==> src/rtl/jabd_pkg.sv <==
// ----------------------------------------------------------------------------
// JPEG arithmetic block debinarizer package
// Shared types, codes and fixed constants of the context-modelling decoder.
// ----------------------------------------------------------------------------
package jabd_pkg;

  // Conditioning tables and magnitude category limits.
  localparam int TABLES        = 4;
  localparam int DC_CATEGORIES = 15;
  localparam int AC_CATEGORIES = 14;

  // Context numbering anchors.
  localparam int DC_X_BASE   = 20;
  localparam int AC_SIGN_CTX = 189;
  localparam int AC_X_BASE   = 190;

  // Initial magnitude masks when category coding begins.
  localparam logic [16:0] DC_MASK_INIT = 17'd2;
  localparam logic [16:0] AC_MASK_INIT = 17'd4;

  typedef enum logic [1:0] {
    KIND_RESTART  = 2'd0,
    KIND_START    = 2'd1,
    KIND_DECISION = 2'd2
  } kind_t;

  typedef enum logic [2:0] {
    REG_SCAN_START   = 3'd0,
    REG_SCAN_STOP    = 3'd1,
    REG_POINT_SHIFT  = 3'd2,
    REG_DIFF_MODE    = 3'd3,
    REG_DC_LOWER     = 3'd4,
    REG_DC_UPPER     = 3'd5,
    REG_AC_BAND      = 3'd6,
    REG_TABLE_SELECT = 3'd7
  } reg_index_t;

  typedef enum logic [12:0] {
    PH_IDLE    = 13'b0000000000001,
    PH_DC_S0   = 13'b0000000000010,
    PH_DC_SS   = 13'b0000000000100,
    PH_DC_SPN  = 13'b0000000001000,
    PH_DC_X    = 13'b0000000010000,
    PH_DC_M    = 13'b0000000100000,
    PH_AC_SE   = 13'b0000001000000,
    PH_AC_S0   = 13'b0000010000000,
    PH_AC_SIGN = 13'b0000100000000,
    PH_AC_SP1  = 13'b0001000000000,
    PH_AC_SP2  = 13'b0010000000000,
    PH_AC_X    = 13'b0100000000000,
    PH_AC_M    = 13'b1000000000000
  } phase_t;

  typedef struct packed {
    logic [5:0]  scan_start;
    logic [5:0]  scan_stop;
    logic [3:0]  point_shift;
    logic        differential_mode;
    logic [15:0] dc_lower_thresholds;
    logic [15:0] dc_upper_thresholds;
    logic [23:0] ac_band_limits;
    logic [15:0] table_select;
  } cfg_t;

  typedef struct packed {
    logic               need_decision;
    logic               context_is_ac;
    logic [1:0]         context_table;
    logic [7:0]         context_offset;
    logic               coef_valid;
    logic [5:0]         coef_position;
    logic signed [16:0] coef_value;
    logic               block_done;
    logic               sync_error;
  } res_t;

  function automatic logic [1:0] clamp_table(input logic [1:0] t);
    logic [1:0] r;
    r = (32'(t) >= TABLES) ? 2'(TABLES - 1) : t;
    return r;
  endfunction

endpackage

==> src/rtl/jabd_cfg.sv <==
// ----------------------------------------------------------------------------
// Configuration register file
// Holds the scan and conditioning registers written over the config channel.
// ----------------------------------------------------------------------------
module jabd_cfg (
  input  logic             clk,
  input  logic             rst_n,
  input  logic             cfg_valid,
  output logic             cfg_ready,
  input  logic [2:0]       cfg_index,
  input  logic [23:0]      cfg_data,
  output jabd_pkg::cfg_t   cfg
);

  jabd_pkg::cfg_t cfg_r;

  assign cfg_ready = 1'b1;
  assign cfg       = cfg_r;

  always_ff @(posedge clk) begin
    if (!rst_n) begin
      cfg_r.scan_start          <= 6'd0;
      cfg_r.scan_stop           <= 6'd63;
      cfg_r.point_shift         <= 4'd0;
      cfg_r.differential_mode   <= 1'b0;
      cfg_r.dc_lower_thresholds <= 16'h0000;
      cfg_r.dc_upper_thresholds <= 16'h1111;
      cfg_r.ac_band_limits      <= 24'h145145;
      cfg_r.table_select        <= 16'h0000;
    end else if (cfg_valid) begin
      case (cfg_index)
        jabd_pkg::REG_SCAN_START:   cfg_r.scan_start          <= cfg_data[5:0];
        jabd_pkg::REG_SCAN_STOP:    cfg_r.scan_stop           <= cfg_data[5:0];
        jabd_pkg::REG_POINT_SHIFT:  cfg_r.point_shift         <= cfg_data[3:0];
        jabd_pkg::REG_DIFF_MODE:    cfg_r.differential_mode   <= cfg_data[0];
        jabd_pkg::REG_DC_LOWER:     cfg_r.dc_lower_thresholds <= cfg_data[15:0];
        jabd_pkg::REG_DC_UPPER:     cfg_r.dc_upper_thresholds <= cfg_data[15:0];
        jabd_pkg::REG_AC_BAND:      cfg_r.ac_band_limits      <= cfg_data;
        jabd_pkg::REG_TABLE_SELECT: cfg_r.table_select        <= cfg_data[15:0];
        default: ;
      endcase
    end
  end

endmodule

==> src/rtl/jabd_ctx.sv <==
// ----------------------------------------------------------------------------
// Context modeller
// Decoding state, DC predictors and the next-context selection for one item.
// ----------------------------------------------------------------------------
module jabd_ctx #(
  parameter int COMPONENTS = 4
) (
  input  logic             clk,
  input  logic             rst_n,
  input  jabd_pkg::cfg_t   cfg,
  input  logic             in_push,
  input  logic [1:0]       in_kind,
  input  logic [1:0]       in_comp,
  input  logic             in_bit,
  output jabd_pkg::res_t   res_nxt
);

  localparam int CW = (COMPONENTS > 1) ? $clog2(COMPONENTS) : 1;
  localparam logic [4:0] DC_LIMIT   = 5'(jabd_pkg::DC_CATEGORIES);
  localparam logic [4:0] AC_LIMIT   = 5'(jabd_pkg::AC_CATEGORIES);
  localparam logic [7:0] DC_X_OFS   = 8'(jabd_pkg::DC_X_BASE);
  localparam logic [7:0] DC_M_OFS   = 8'(jabd_pkg::DC_X_BASE + jabd_pkg::DC_CATEGORIES);
  localparam logic [7:0] AC_XL_OFS  = 8'(jabd_pkg::AC_X_BASE);
  localparam logic [7:0] AC_XH_OFS  = 8'(jabd_pkg::AC_X_BASE + 2 * jabd_pkg::AC_CATEGORIES);
  localparam logic [7:0] AC_ML_OFS  = 8'(jabd_pkg::AC_X_BASE + jabd_pkg::AC_CATEGORIES);
  localparam logic [7:0] AC_MH_OFS  = 8'(jabd_pkg::AC_X_BASE + 3 * jabd_pkg::AC_CATEGORIES);
  localparam logic [7:0] AC_SIGN_OFS = 8'(jabd_pkg::AC_SIGN_CTX);

  jabd_pkg::phase_t phase_r, phase_nxt;
  logic [5:0]  pos_r, pos_nxt;
  logic [3:0]  cat_r, cat_nxt;
  logic [16:0] mask_r, mask_nxt;
  logic [15:0] mag_r, mag_nxt;
  logic        neg_r, neg_nxt;
  logic [1:0]  comp_r, comp_nxt;
  logic [2:0]  class_r, class_nxt;
  logic [16:0] pred_r  [COMPONENTS];
  logic [16:0] ldiff_r [COMPONENTS];

  logic        fin_dc, fin_ac, fin_zero, start_enter, done, err;
  logic [15:0] fin_mag;
  logic [4:0]  cat_step;
  logic [15:0] mag_half, mag_ref;
  logic [1:0]  comp_clamp;

  // Start-of-block DC classification from the last difference.
  logic [1:0]  start_tab;
  logic [3:0]  thr_l, thr_u;
  logic [16:0] start_diff, start_abs, lim_l, lim_u;
  logic [2:0]  start_class;

  // Coefficient reconstruction.
  logic [16:0] sv1, sv, dc_diff, pred_cur, pred_new, coef_base, coef_val;
  logic        enter;
  logic [6:0]  enter_k;

  // Result context selection.
  logic [1:0]  dc_tab, ac_tab;
  logic [4:0]  band_lsb;
  logic [5:0]  band_kx;
  logic        high_band;
  logic [5:0]  pos_m1;
  logic [7:0]  ac_base, class_base, cat_ofs, offset;
  logic        is_dc_phase;

  assign comp_clamp = (32'(in_comp) >= COMPONENTS) ? 2'(COMPONENTS - 1) : in_comp;

  assign start_tab  = jabd_pkg::clamp_table(cfg.table_select[{comp_clamp, 2'b00} +: 2]);
  assign thr_l      = cfg.dc_lower_thresholds[{start_tab, 2'b00} +: 4];
  assign thr_u      = cfg.dc_upper_thresholds[{start_tab, 2'b00} +: 4];
  assign start_diff = ldiff_r[comp_clamp[CW-1:0]];
  assign start_abs  = start_diff[16] ? 17'(~start_diff + 17'd1) : start_diff;
  assign lim_l      = 17'((17'd1 << thr_l) >> 1);
  assign lim_u      = 17'(17'd1 << thr_u);

  always_comb begin
    if (start_abs <= lim_l) begin
      start_class = 3'd0;
    end else if (start_abs <= lim_u) begin
      start_class = start_diff[16] ? 3'd2 : 3'd1;
    end else begin
      start_class = start_diff[16] ? 3'd4 : 3'd3;
    end
  end

  assign cat_step = {1'b0, cat_r} + 5'd1;
  assign mag_half = mask_r[16:1];
  assign mag_ref  = in_bit ? (mag_r | mask_r[15:0]) : mag_r;

  always_comb begin
    phase_nxt   = phase_r;
    pos_nxt     = pos_r;
    cat_nxt     = cat_r;
    mask_nxt    = mask_r;
    mag_nxt     = mag_r;
    neg_nxt     = neg_r;
    comp_nxt    = comp_r;
    class_nxt   = class_r;
    fin_dc      = 1'b0;
    fin_ac      = 1'b0;
    fin_zero    = 1'b0;
    fin_mag     = '0;
    start_enter = 1'b0;
    done        = 1'b0;
    err         = 1'b0;
    enter       = 1'b0;
    enter_k     = '0;
    if (in_push) begin
      case (in_kind)
        jabd_pkg::KIND_RESTART: phase_nxt = jabd_pkg::PH_IDLE;
        jabd_pkg::KIND_START: begin
          comp_nxt = comp_clamp;
          if (cfg.scan_start == 6'd0) begin
            class_nxt = start_class;
            phase_nxt = jabd_pkg::PH_DC_S0;
          end else begin
            start_enter = 1'b1;
          end
        end
        jabd_pkg::KIND_DECISION: begin
          case (phase_r)
            jabd_pkg::PH_DC_S0: begin
              if (in_bit) begin
                phase_nxt = jabd_pkg::PH_DC_SS;
              end else begin
                fin_dc   = 1'b1;
                fin_zero = 1'b1;
              end
            end
            jabd_pkg::PH_DC_SS: begin
              neg_nxt   = in_bit;
              phase_nxt = jabd_pkg::PH_DC_SPN;
            end
            jabd_pkg::PH_DC_SPN: begin
              if (in_bit) begin
                cat_nxt   = 4'd0;
                mask_nxt  = jabd_pkg::DC_MASK_INIT;
                phase_nxt = jabd_pkg::PH_DC_X;
              end else begin
                fin_dc = 1'b1;
              end
            end
            jabd_pkg::PH_DC_X, jabd_pkg::PH_AC_X: begin
              if (in_bit) begin
                mask_nxt = 17'(mask_r << 1);
                cat_nxt  = cat_step[3:0];
                if (cat_step >= ((phase_r == jabd_pkg::PH_DC_X) ? DC_LIMIT : AC_LIMIT)) begin
                  phase_nxt = jabd_pkg::PH_IDLE;
                  done      = 1'b1;
                  err       = 1'b1;
                end
              end else begin
                mag_nxt  = mag_half;
                mask_nxt = {2'b00, mag_half[15:1]};
                if (mag_half[15:1] != 15'd0) begin
                  phase_nxt = (phase_r == jabd_pkg::PH_DC_X) ? jabd_pkg::PH_DC_M
                                                              : jabd_pkg::PH_AC_M;
                end else begin
                  fin_mag = mag_half;
                  fin_dc  = (phase_r == jabd_pkg::PH_DC_X);
                  fin_ac  = (phase_r == jabd_pkg::PH_AC_X);
                end
              end
            end
            jabd_pkg::PH_DC_M, jabd_pkg::PH_AC_M: begin
              mag_nxt  = mag_ref;
              mask_nxt = {1'b0, mask_r[16:1]};
              if (mask_r[16:1] == 16'd0) begin
                fin_mag = mag_ref;
                fin_dc  = (phase_r == jabd_pkg::PH_DC_M);
                fin_ac  = (phase_r == jabd_pkg::PH_AC_M);
              end
            end
            jabd_pkg::PH_AC_SE: begin
              if (in_bit) begin
                phase_nxt = jabd_pkg::PH_IDLE;
                done      = 1'b1;
              end else begin
                phase_nxt = jabd_pkg::PH_AC_S0;
              end
            end
            jabd_pkg::PH_AC_S0: begin
              if (in_bit) begin
                phase_nxt = jabd_pkg::PH_AC_SIGN;
              end else if (({1'b0, pos_r} + 7'd1) > {1'b0, cfg.scan_stop}) begin
                // A zero run may not step past the end of the scan (scan_stop).
                phase_nxt = jabd_pkg::PH_IDLE;
                done      = 1'b1;
                err       = 1'b1;
              end else begin
                pos_nxt = pos_r + 6'd1;
              end
            end
            jabd_pkg::PH_AC_SIGN: begin
              neg_nxt   = in_bit;
              phase_nxt = jabd_pkg::PH_AC_SP1;
            end
            jabd_pkg::PH_AC_SP1: begin
              if (in_bit) begin
                phase_nxt = jabd_pkg::PH_AC_SP2;
              end else begin
                fin_ac = 1'b1;
              end
            end
            jabd_pkg::PH_AC_SP2: begin
              if (in_bit) begin
                cat_nxt   = 4'd0;
                mask_nxt  = jabd_pkg::AC_MASK_INIT;
                phase_nxt = jabd_pkg::PH_AC_X;
              end else begin
                fin_ac  = 1'b1;
                fin_mag = 16'd1;
              end
            end
            default: ;
          endcase
        end
        default: ;
      endcase

      // Move on to the next AC position, or close the block past scan_stop.
      enter   = start_enter | fin_dc | fin_ac;
      enter_k = start_enter ? {1'b0, cfg.scan_start} :
                fin_dc      ? 7'd1 : ({1'b0, pos_r} + 7'd1);
      if (enter) begin
        if (enter_k <= {1'b0, cfg.scan_stop}) begin
          phase_nxt = jabd_pkg::PH_AC_SE;
          pos_nxt   = enter_k[5:0];
        end else begin
          phase_nxt = jabd_pkg::PH_IDLE;
          done      = 1'b1;
        end
      end
    end
  end

  assign sv1       = {1'b0, fin_mag} + 17'd1;
  assign sv        = neg_r ? 17'(~sv1 + 17'd1) : sv1;
  assign dc_diff   = fin_zero ? 17'd0 : sv;
  assign pred_cur  = pred_r[comp_r[CW-1:0]];
  assign pred_new  = cfg.differential_mode ? dc_diff : 17'(pred_cur + dc_diff);
  assign coef_base = fin_dc ? pred_new : sv;
  assign coef_val  = 17'(coef_base << cfg.point_shift);

  always_ff @(posedge clk) begin
    if (!rst_n) begin
      phase_r <= jabd_pkg::PH_IDLE;
      pos_r   <= 6'd0;
      cat_r   <= 4'd0;
      mask_r  <= 17'd0;
      mag_r   <= 16'd0;
      neg_r   <= 1'b0;
      comp_r  <= 2'd0;
      class_r <= 3'd0;
      for (int i = 0; i < COMPONENTS; i++) begin
        pred_r[i]  <= 17'd0;
        ldiff_r[i] <= 17'd0;
      end
    end else if (in_push) begin
      phase_r <= phase_nxt;
      pos_r   <= pos_nxt;
      cat_r   <= cat_nxt;
      mask_r  <= mask_nxt;
      mag_r   <= mag_nxt;
      neg_r   <= neg_nxt;
      comp_r  <= comp_nxt;
      class_r <= class_nxt;
      if (in_kind == jabd_pkg::KIND_RESTART) begin
        for (int i = 0; i < COMPONENTS; i++) begin
          pred_r[i]  <= 17'd0;
          ldiff_r[i] <= 17'd0;
        end
      end else if (fin_dc) begin
        pred_r[comp_r[CW-1:0]]  <= pred_new;
        ldiff_r[comp_r[CW-1:0]] <= dc_diff;
      end
    end
  end

  // Context of the next request, taken from the updated state.
  assign dc_tab    = jabd_pkg::clamp_table(cfg.table_select[{comp_nxt, 2'b00} +: 2]);
  assign ac_tab    = jabd_pkg::clamp_table(cfg.table_select[{comp_nxt, 2'b10} +: 2]);
  assign band_lsb  = 5'({ac_tab, 2'b00}) + 5'({ac_tab, 1'b0});
  assign band_kx   = cfg.ac_band_limits[band_lsb +: 6];
  assign high_band = pos_nxt > band_kx;
  assign pos_m1    = pos_nxt - 6'd1;
  assign ac_base   = 8'({pos_m1, 1'b0}) + 8'(pos_m1);
  assign class_base = {3'b000, class_nxt, 2'b00};
  assign cat_ofs   = {4'd0, cat_nxt};
  assign is_dc_phase = phase_nxt inside {jabd_pkg::PH_DC_S0, jabd_pkg::PH_DC_SS,
                                         jabd_pkg::PH_DC_SPN, jabd_pkg::PH_DC_X,
                                         jabd_pkg::PH_DC_M};

  always_comb begin
    case (phase_nxt)
      jabd_pkg::PH_DC_S0:   offset = class_base;
      jabd_pkg::PH_DC_SS:   offset = class_base + 8'd1;
      jabd_pkg::PH_DC_SPN:  offset = class_base + 8'd2 + {7'd0, neg_nxt};
      jabd_pkg::PH_DC_X:    offset = DC_X_OFS + cat_ofs;
      jabd_pkg::PH_DC_M:    offset = DC_M_OFS + cat_ofs;
      jabd_pkg::PH_AC_SE:   offset = ac_base;
      jabd_pkg::PH_AC_S0:   offset = ac_base + 8'd1;
      jabd_pkg::PH_AC_SIGN: offset = AC_SIGN_OFS;
      jabd_pkg::PH_AC_SP1,
      jabd_pkg::PH_AC_SP2:  offset = ac_base + 8'd2;
      jabd_pkg::PH_AC_X:    offset = (high_band ? AC_XH_OFS : AC_XL_OFS) + cat_ofs;
      jabd_pkg::PH_AC_M:    offset = (high_band ? AC_MH_OFS : AC_ML_OFS) + cat_ofs;
      default:              offset = 8'd0;
    endcase
  end

  always_comb begin
    res_nxt.need_decision  = (phase_nxt != jabd_pkg::PH_IDLE);
    res_nxt.context_is_ac  = res_nxt.need_decision && !is_dc_phase;
    res_nxt.context_table  = !res_nxt.need_decision ? 2'd0 : (is_dc_phase ? dc_tab : ac_tab);
    res_nxt.context_offset = offset;
    res_nxt.coef_valid     = fin_dc | fin_ac;
    res_nxt.coef_position  = fin_ac ? pos_r : 6'd0;
    res_nxt.coef_value     = (fin_dc | fin_ac) ? coef_val : 17'd0;
    res_nxt.block_done     = done;
    res_nxt.sync_error     = err;
  end

endmodule

==> src/rtl/jabd_obuf.sv <==
// ----------------------------------------------------------------------------
// Result output stage
// Result register plus one skid entry, so input is taken while a result waits.
// ----------------------------------------------------------------------------
module jabd_obuf (
  input  logic             clk,
  input  logic             rst_n,
  input  logic             push,
  input  jabd_pkg::res_t   push_res,
  output logic             push_ready,
  output logic             out_valid,
  input  logic             out_ready,
  output jabd_pkg::res_t   out_res
);

  logic           main_valid_r, skid_valid_r;
  jabd_pkg::res_t main_r, skid_r;
  logic           take;

  assign take       = main_valid_r && out_ready;
  assign push_ready = !skid_valid_r;
  assign out_valid  = main_valid_r;
  assign out_res    = main_r;

  always_ff @(posedge clk) begin
    if (!rst_n) begin
      main_valid_r <= 1'b0;
      skid_valid_r <= 1'b0;
    end else if (skid_valid_r) begin
      if (take) begin
        skid_valid_r <= 1'b0;
      end
    end else if (push && main_valid_r && !take) begin
      skid_valid_r <= 1'b1;
    end else if (push) begin
      main_valid_r <= 1'b1;
    end else if (take) begin
      main_valid_r <= 1'b0;
    end
  end

  always_ff @(posedge clk) begin
    if (skid_valid_r) begin
      if (take) begin
        main_r <= skid_r;
      end
    end else if (push && main_valid_r && !take) begin
      skid_r <= push_res;
    end else if (push) begin
      main_r <= push_res;
    end
  end

endmodule

==> src/rtl/jpeg_arith_block_debinarizer.sv <==
// ----------------------------------------------------------------------------
// JPEG arithmetic block debinarizer
// Context modelling for arithmetic-coded DC/AC coefficient decoding.
// ----------------------------------------------------------------------------
// Channel  Direction  Transfer carries
// in_      input      kind, component, decision bit
// out_     output     next context request, coefficient, block status
// cfg_     input      register index and write data
//
// One item is taken per cycle while the skid entry is empty, and its result
// is registered. The rate is set by the state update of the context modeller,
// which every decision depends on. A result register and one skid entry let
// input continue while a result waits. Synchronous reset clears the state,
// the DC predictors and restores the register defaults.
// ----------------------------------------------------------------------------
module jpeg_arith_block_debinarizer #(
  parameter int COMPONENTS = 4
) (
  input  logic        clk,
  input  logic        rst_n,
  input  logic        in_tvalid,
  output logic        in_tready,
  input  logic [7:0]  in_tdata,   // [1:0] component, [2] decision_bit, [7:3] zero
  input  logic [1:0]  in_tuser,   // [1:0] kind
  output logic        out_tvalid,
  input  logic        out_tready,
  // [0] context_is_ac, [2:1] context_table, [10:3] context_offset,
  // [16:11] coef_position, [33:17] coef_value, [34] sync_error, [39:35] zero
  output logic [39:0] out_tdata,
  output logic [1:0]  out_tuser,  // [0] need_decision, [1] coef_valid
  output logic        out_tlast,  // block_done
  input  logic        cfg_valid,
  output logic        cfg_ready,
  input  logic [2:0]  cfg_index,
  input  logic [23:0] cfg_data
);

  jabd_pkg::cfg_t cfg;
  jabd_pkg::res_t res_nxt, res_out;
  logic           push;

  assign push = in_tvalid && in_tready;

  jabd_cfg u_cfg (
    .clk       (clk),
    .rst_n     (rst_n),
    .cfg_valid (cfg_valid),
    .cfg_ready (cfg_ready),
    .cfg_index (cfg_index),
    .cfg_data  (cfg_data),
    .cfg       (cfg)
  );

  jabd_ctx #(
    .COMPONENTS (COMPONENTS)
  ) u_ctx (
    .clk     (clk),
    .rst_n   (rst_n),
    .cfg     (cfg),
    .in_push (push),
    .in_kind (in_tuser),
    .in_comp (in_tdata[1:0]),
    .in_bit  (in_tdata[2]),
    .res_nxt (res_nxt)
  );

  jabd_obuf u_obuf (
    .clk        (clk),
    .rst_n      (rst_n),
    .push       (push),
    .push_res   (res_nxt),
    .push_ready (in_tready),
    .out_valid  (out_tvalid),
    .out_ready  (out_tready),
    .out_res    (res_out)
  );

  assign out_tdata = {5'd0, res_out.sync_error, res_out.coef_value, res_out.coef_position,
                      res_out.context_offset, res_out.context_table, res_out.context_is_ac};
  assign out_tuser = {res_out.coef_valid, res_out.need_decision};
  assign out_tlast = res_out.block_done;

endmodule

==> config.mk <==
export PLATFORM = sky130hd
export DESIGN_NAME = jpeg_arith_block_debinarizer
export DESIGN_NICKNAME = d
export VERILOG_FILES = /design/src/rtl/jabd_pkg.sv /design/src/rtl/jabd_cfg.sv /design/src/rtl/jabd_ctx.sv /design/src/rtl/jabd_obuf.sv /design/src/rtl/jpeg_arith_block_debinarizer.sv
export SDC_FILE = /design/constraint.sdc
export NUM_CORES = 1
export LEC_CHECK = 0
export BUFFER_PORTS_ARGS = -buffer_cell sky130_fd_sc_hd__buf_2
export CORE_MARGIN = 2
export CORE_UTILIZATION = 55
export CTS_CLUSTER_SIZE = 20
export DETAILED_ROUTE_END_ITERATION = 8
export PLACE_DENSITY = 0.73
export SYNTH_ARGS = -nofsm -noshare
export SYNTH_HDL_FRONTEND = slang
export SYNTH_HIERARCHICAL = 1
export SYNTH_SLANG_ARGS = --single-unit
==> constraint.sdc <==
create_clock -name clk -period 6.49 [get_ports clk]
set_input_delay 0 -clock clk [delete_from_list [all_inputs] [get_ports clk]]
set_output_delay 0 -clock clk [all_outputs]
set_load 0.02 [all_outputs]
==> flow_metrics.py <==
metrics = {
    "die": {
        "io_pins": 88,
        "die_y_um": 211.2,
        "dieArea_um2": 44600,
        "core_um2": 42130,
        "start_util_pct": 56.04,
        "rows": 75,
        "die_x_um": 211.2,
    },
    "synthesis": {
        "synth_seq_area_share_pct": 40.10,
        "synthCells": 2504,
        "synth_top_area_cell": "edfxtp_1",
        "synthXorXnorAreaFrac_pct": 3.005,
        "synth_common_cells": "355 x nor2_1, 280 x nand2_1, 212 x edfxtp_1",
        "yosysMostFrequentCell": "nor2_1",
        "synth-simple-area-share_pct": 20.86,
        "ys_async_sr_fraction_pct": 0,
        "synth_compound_area_share_pct": 12.87,
        "synth_top_cells_by_area": "edfxtp_1 27%, dfxtp_1 13%, nor2_1 5.6%",
        "syn_area_um2": 23610,
        "synth_ff_type": "edfxtp_1",
        "netlist.area_leader.share_pct": 26.96,
        "synth-seq-cells": 367,
        "synth_top_family_by_area": "simple AND/OR/NAND/NOR gates",
        "avgSynthCellArea_um2": 9.429,
        "synth_edf_count": 212,
        "synth_adder_area_share_pct": 4.801,
        "ys_types": 110,
        "synthMuxAreaShare_pct": 13.89,
        "ys_warn_count": 6,
    },
    "setup_path": {
        "reg2reg_depth": 31,
        "worstSetupPathType": "register to register",
        "start_kind": "register",
        "cpLargestDelayFamily": "compound AO/OA/AOI/OAI gates",
        "worstPathRequired_ns": 6.79,
        "cpMostUsedCell": "buf_4",
        "cp_slowest_cell": "or4_1",
        "crit_arrival_ns": 6.65,
        "cpPeakStageDelay_ns": 0.51,
        "crit_path_end_kind": "register",
        "r2r_start": "u_ctx/phase_r[10]",
        "cp.buffers_inverters": 6,
        "reg2reg_slack_ns": 0.14,
        "cp.depth": 31,
        "reg2reg_to": "u_obuf/out_res[18]",
        "crit_fanout": 6,
    },
    "route": {
        "viasPerCell": 6.206,
        "vias": 20690,
        "wl_per_cell_um": 21.49,
        "drt-pass1-iter-count": 6,
        "wl_um": 71640,
        "drtAntennaViolNets": 0,
        "drtIter0Drc": 2045,
        "drcViolationCount": 0,
    },
    "sta": {
        "setup_violations": 0,
        "fmax_mhz": 157.5,
        "skew_ns": 0.02680,
        "hold_ws_ns": 0.01405,
        "tightest_slew_ns": 1.337,
        "drv_slew": 0,
        "hold_violations": 0,
        "rsz0062_at_grt": "yes",
        "period_share_pct": 97.82,
        "slew_headroom_pct": 10.26,
        "fin_crit_ns": 6.349,
    },
    "final_layout": {
        "drive_above_1_share_pct": 23.58,
        "antenna_cells": 0,
        "fillers": 3370,
        "fin_nets": 2895,
        "stdcell_count": 3334,
        "area_growth_pct": 19.73,
        "final_cell_area_um2": 28270,
    },
    "flow_run": {
        "cap_violations": 0,
    },
    "power": {
        "vdd_drop_max_mv": 0.2016,
        "leakage_uw": 0.01124,
        "total_power_uw": 5713,
        "powerDensity_nw_per_um2": 202.1,
    },
    "global_route": {
        "grt_pass1_vias": 20050,
        "grt_usage_pct": 31.64,
        "grt.overflow.total": 0,
        "grt_pass1_wl_um": 110400,
        "grt_start_max_net_pins": 73,
        "antenna_found_initial": 0,
    },
    "hold_path": {
        "hold_end": "u_obuf/out_valid",
        "hold_path.class": "input pin to register",
        "whs_path_depth": 3,
        "min_from": "rst_n",
    },
    "clock_network": {
        "ctsLongestPathBuffers": 3,
        "cts_root_buffer": "clkbuf_16",
        "clkTransAtPathRegs_ns": 0.06,
        "cts_made_buffers": 41,
        "clock-sinks": 367,
        "h-tree-depth": 2,
        "clkLatencyLatePin_ns": 0.56,
        "cts_tree": "done",
    },
    "placement": {
        "dp.cells": 3208,
        "place_congestion": 0.9717,
        "port_buffers": 76,
        "hpwl_um": 51200,
        "postPlaceCellArea_um2": 25780,
    },
    "run_status": {
        "status": "finished, final reports clean",
    },
}
==> cells by family (layout without fill, tap and decap cells) <==
family / Yosys count / count (layout)
AND/OR/NAND/NOR: 1021 / 1021
AO/OA/AOI/OAI: 473 / 473
flip-flops: 367 / 367
multiplexers: 241 / 241
buffers and inverters: 230 / 517
adder cells (fa/ha/maj): 89 / 89
XOR/XNOR: 81 / 81
other: 2 / 6
==> metal layers <==
metal  track usage (%)  wire length (um)  part of all wire [%]
met1             43.41             30750                    43
met2             51.91             33670                    47
met3             3.657              4909                   6.9
met4             11.34              2319                   3.2
met5                 0                 0                     0
==> tightest hold or removal path: stages <==
cell     delay [ns]
buf_4          0.30
nand2_1        0.16
o21ai_1        0.06
==> stage by stage <==
| step | setup slack (ns) | util (%) | TNS [ns] |
|---|---|---|---|
| after floorplan | -0.03846 | - | -0.03846 |
| after global placement | -0.1240 | 61.20 | -0.1309 |
| after detailed placement | -0.2203 | 61.20 | -0.9601 |
| after CTS | -0.004317 | 65.64 | -0.004317 |
| after global routing | -0.1562 | 67.09 | -0.4362 |
| final | 0.1414 | 67.09 | 0 |
==> what timing repair did <==
| item | in CTS | in global routing |
|---|---|---|
| endpoints found under the setup margin | 11 | 40 |
| setup buffers | 5 | 17 |
| hold endpoints to repair | 85 | 0 |
| cloned | 0 | 0 |
| hold buffers | 31 | 0 |
| gates resized for setup | 19 | 104 |
| pin swaps | 9 | 56 |
==> flip-flops by register name, indices dropped and copies added, names as in the netlist, 6 cells and up, named ones only <==
signal / flops
u_cfg/cfg: 89
u_ctx/ldiff_r: 68
u_ctx/pred_r: 68
u_obuf/out_res: 38
u_obuf/skid_r: 38
u_ctx/mask_r: 17
u_ctx/mag_r: 16
u_ctx/phase_r: 13
u_ctx/pos_r: 6
==> layout make-up <==
class                      count  area, um^2  area share (%)
clock buffer                  51        1169           4.134
multi-input combinational   1911       13760           48.69
timing repair buffer         367        2653           9.383
clock inverter                22       249.0          0.8808
tap                          539       674.4           2.386
sequential                   367        9470           33.50
inverter                      77       291.5           1.031
==> how the worst max path moves through the flow <==
stage	from	endpoint	slack, ns
after CTS	u_ctx/mask_r[9]	u_obuf/out_res[32]	-0.004
after global placement	u_ctx/mask_r[9]	u_obuf/out_res[28]	-0.12
after global routing	u_ctx/phase_r[10]	u_obuf/out_res[18]	-0.16
after floorplan	u_ctx/phase_r[1]	u_obuf/out_res[17]	-0.04
final	u_ctx/phase_r[10]	u_obuf/out_res[18]	0.14
after detailed placement	u_ctx/mask_r[9]	u_obuf/out_res[32]	-0.22
==> where the power goes <==
part           switching [uW]  total, uW  internal, uW
clock network             976       2420          1450
registers                37.4       2580          2540
logic                     428        707           278
==> layout by cell type, fill, tap and decap left out, drive strengths merged, types with 9 or more instances in the layout <==
cell type,instances
nor3,45
and2,33
nand2,280
clkinv,17
xnor2,48
a21oi,166
nand3,54
buf,336
edfxtp,212
mux2i,133
mux2,56
dlygate4sd3,31
inv,77
or3,17
nand4,33
o211ai,12
nand2b,19
a21o,21
mux4,52
a22oi,10
xor2,33
a211oi,16
ha,85
o31ai,17
nor2,356
or2,14
o21a,13
nor4,29
o21ai,94
or4,17
dfxtp,155
a31oi,18
and3,14
clkbuf,51
nor2b,58
o22ai,17
nand4b,9
No activity file was read; power rests on OpenSTA's default activity.
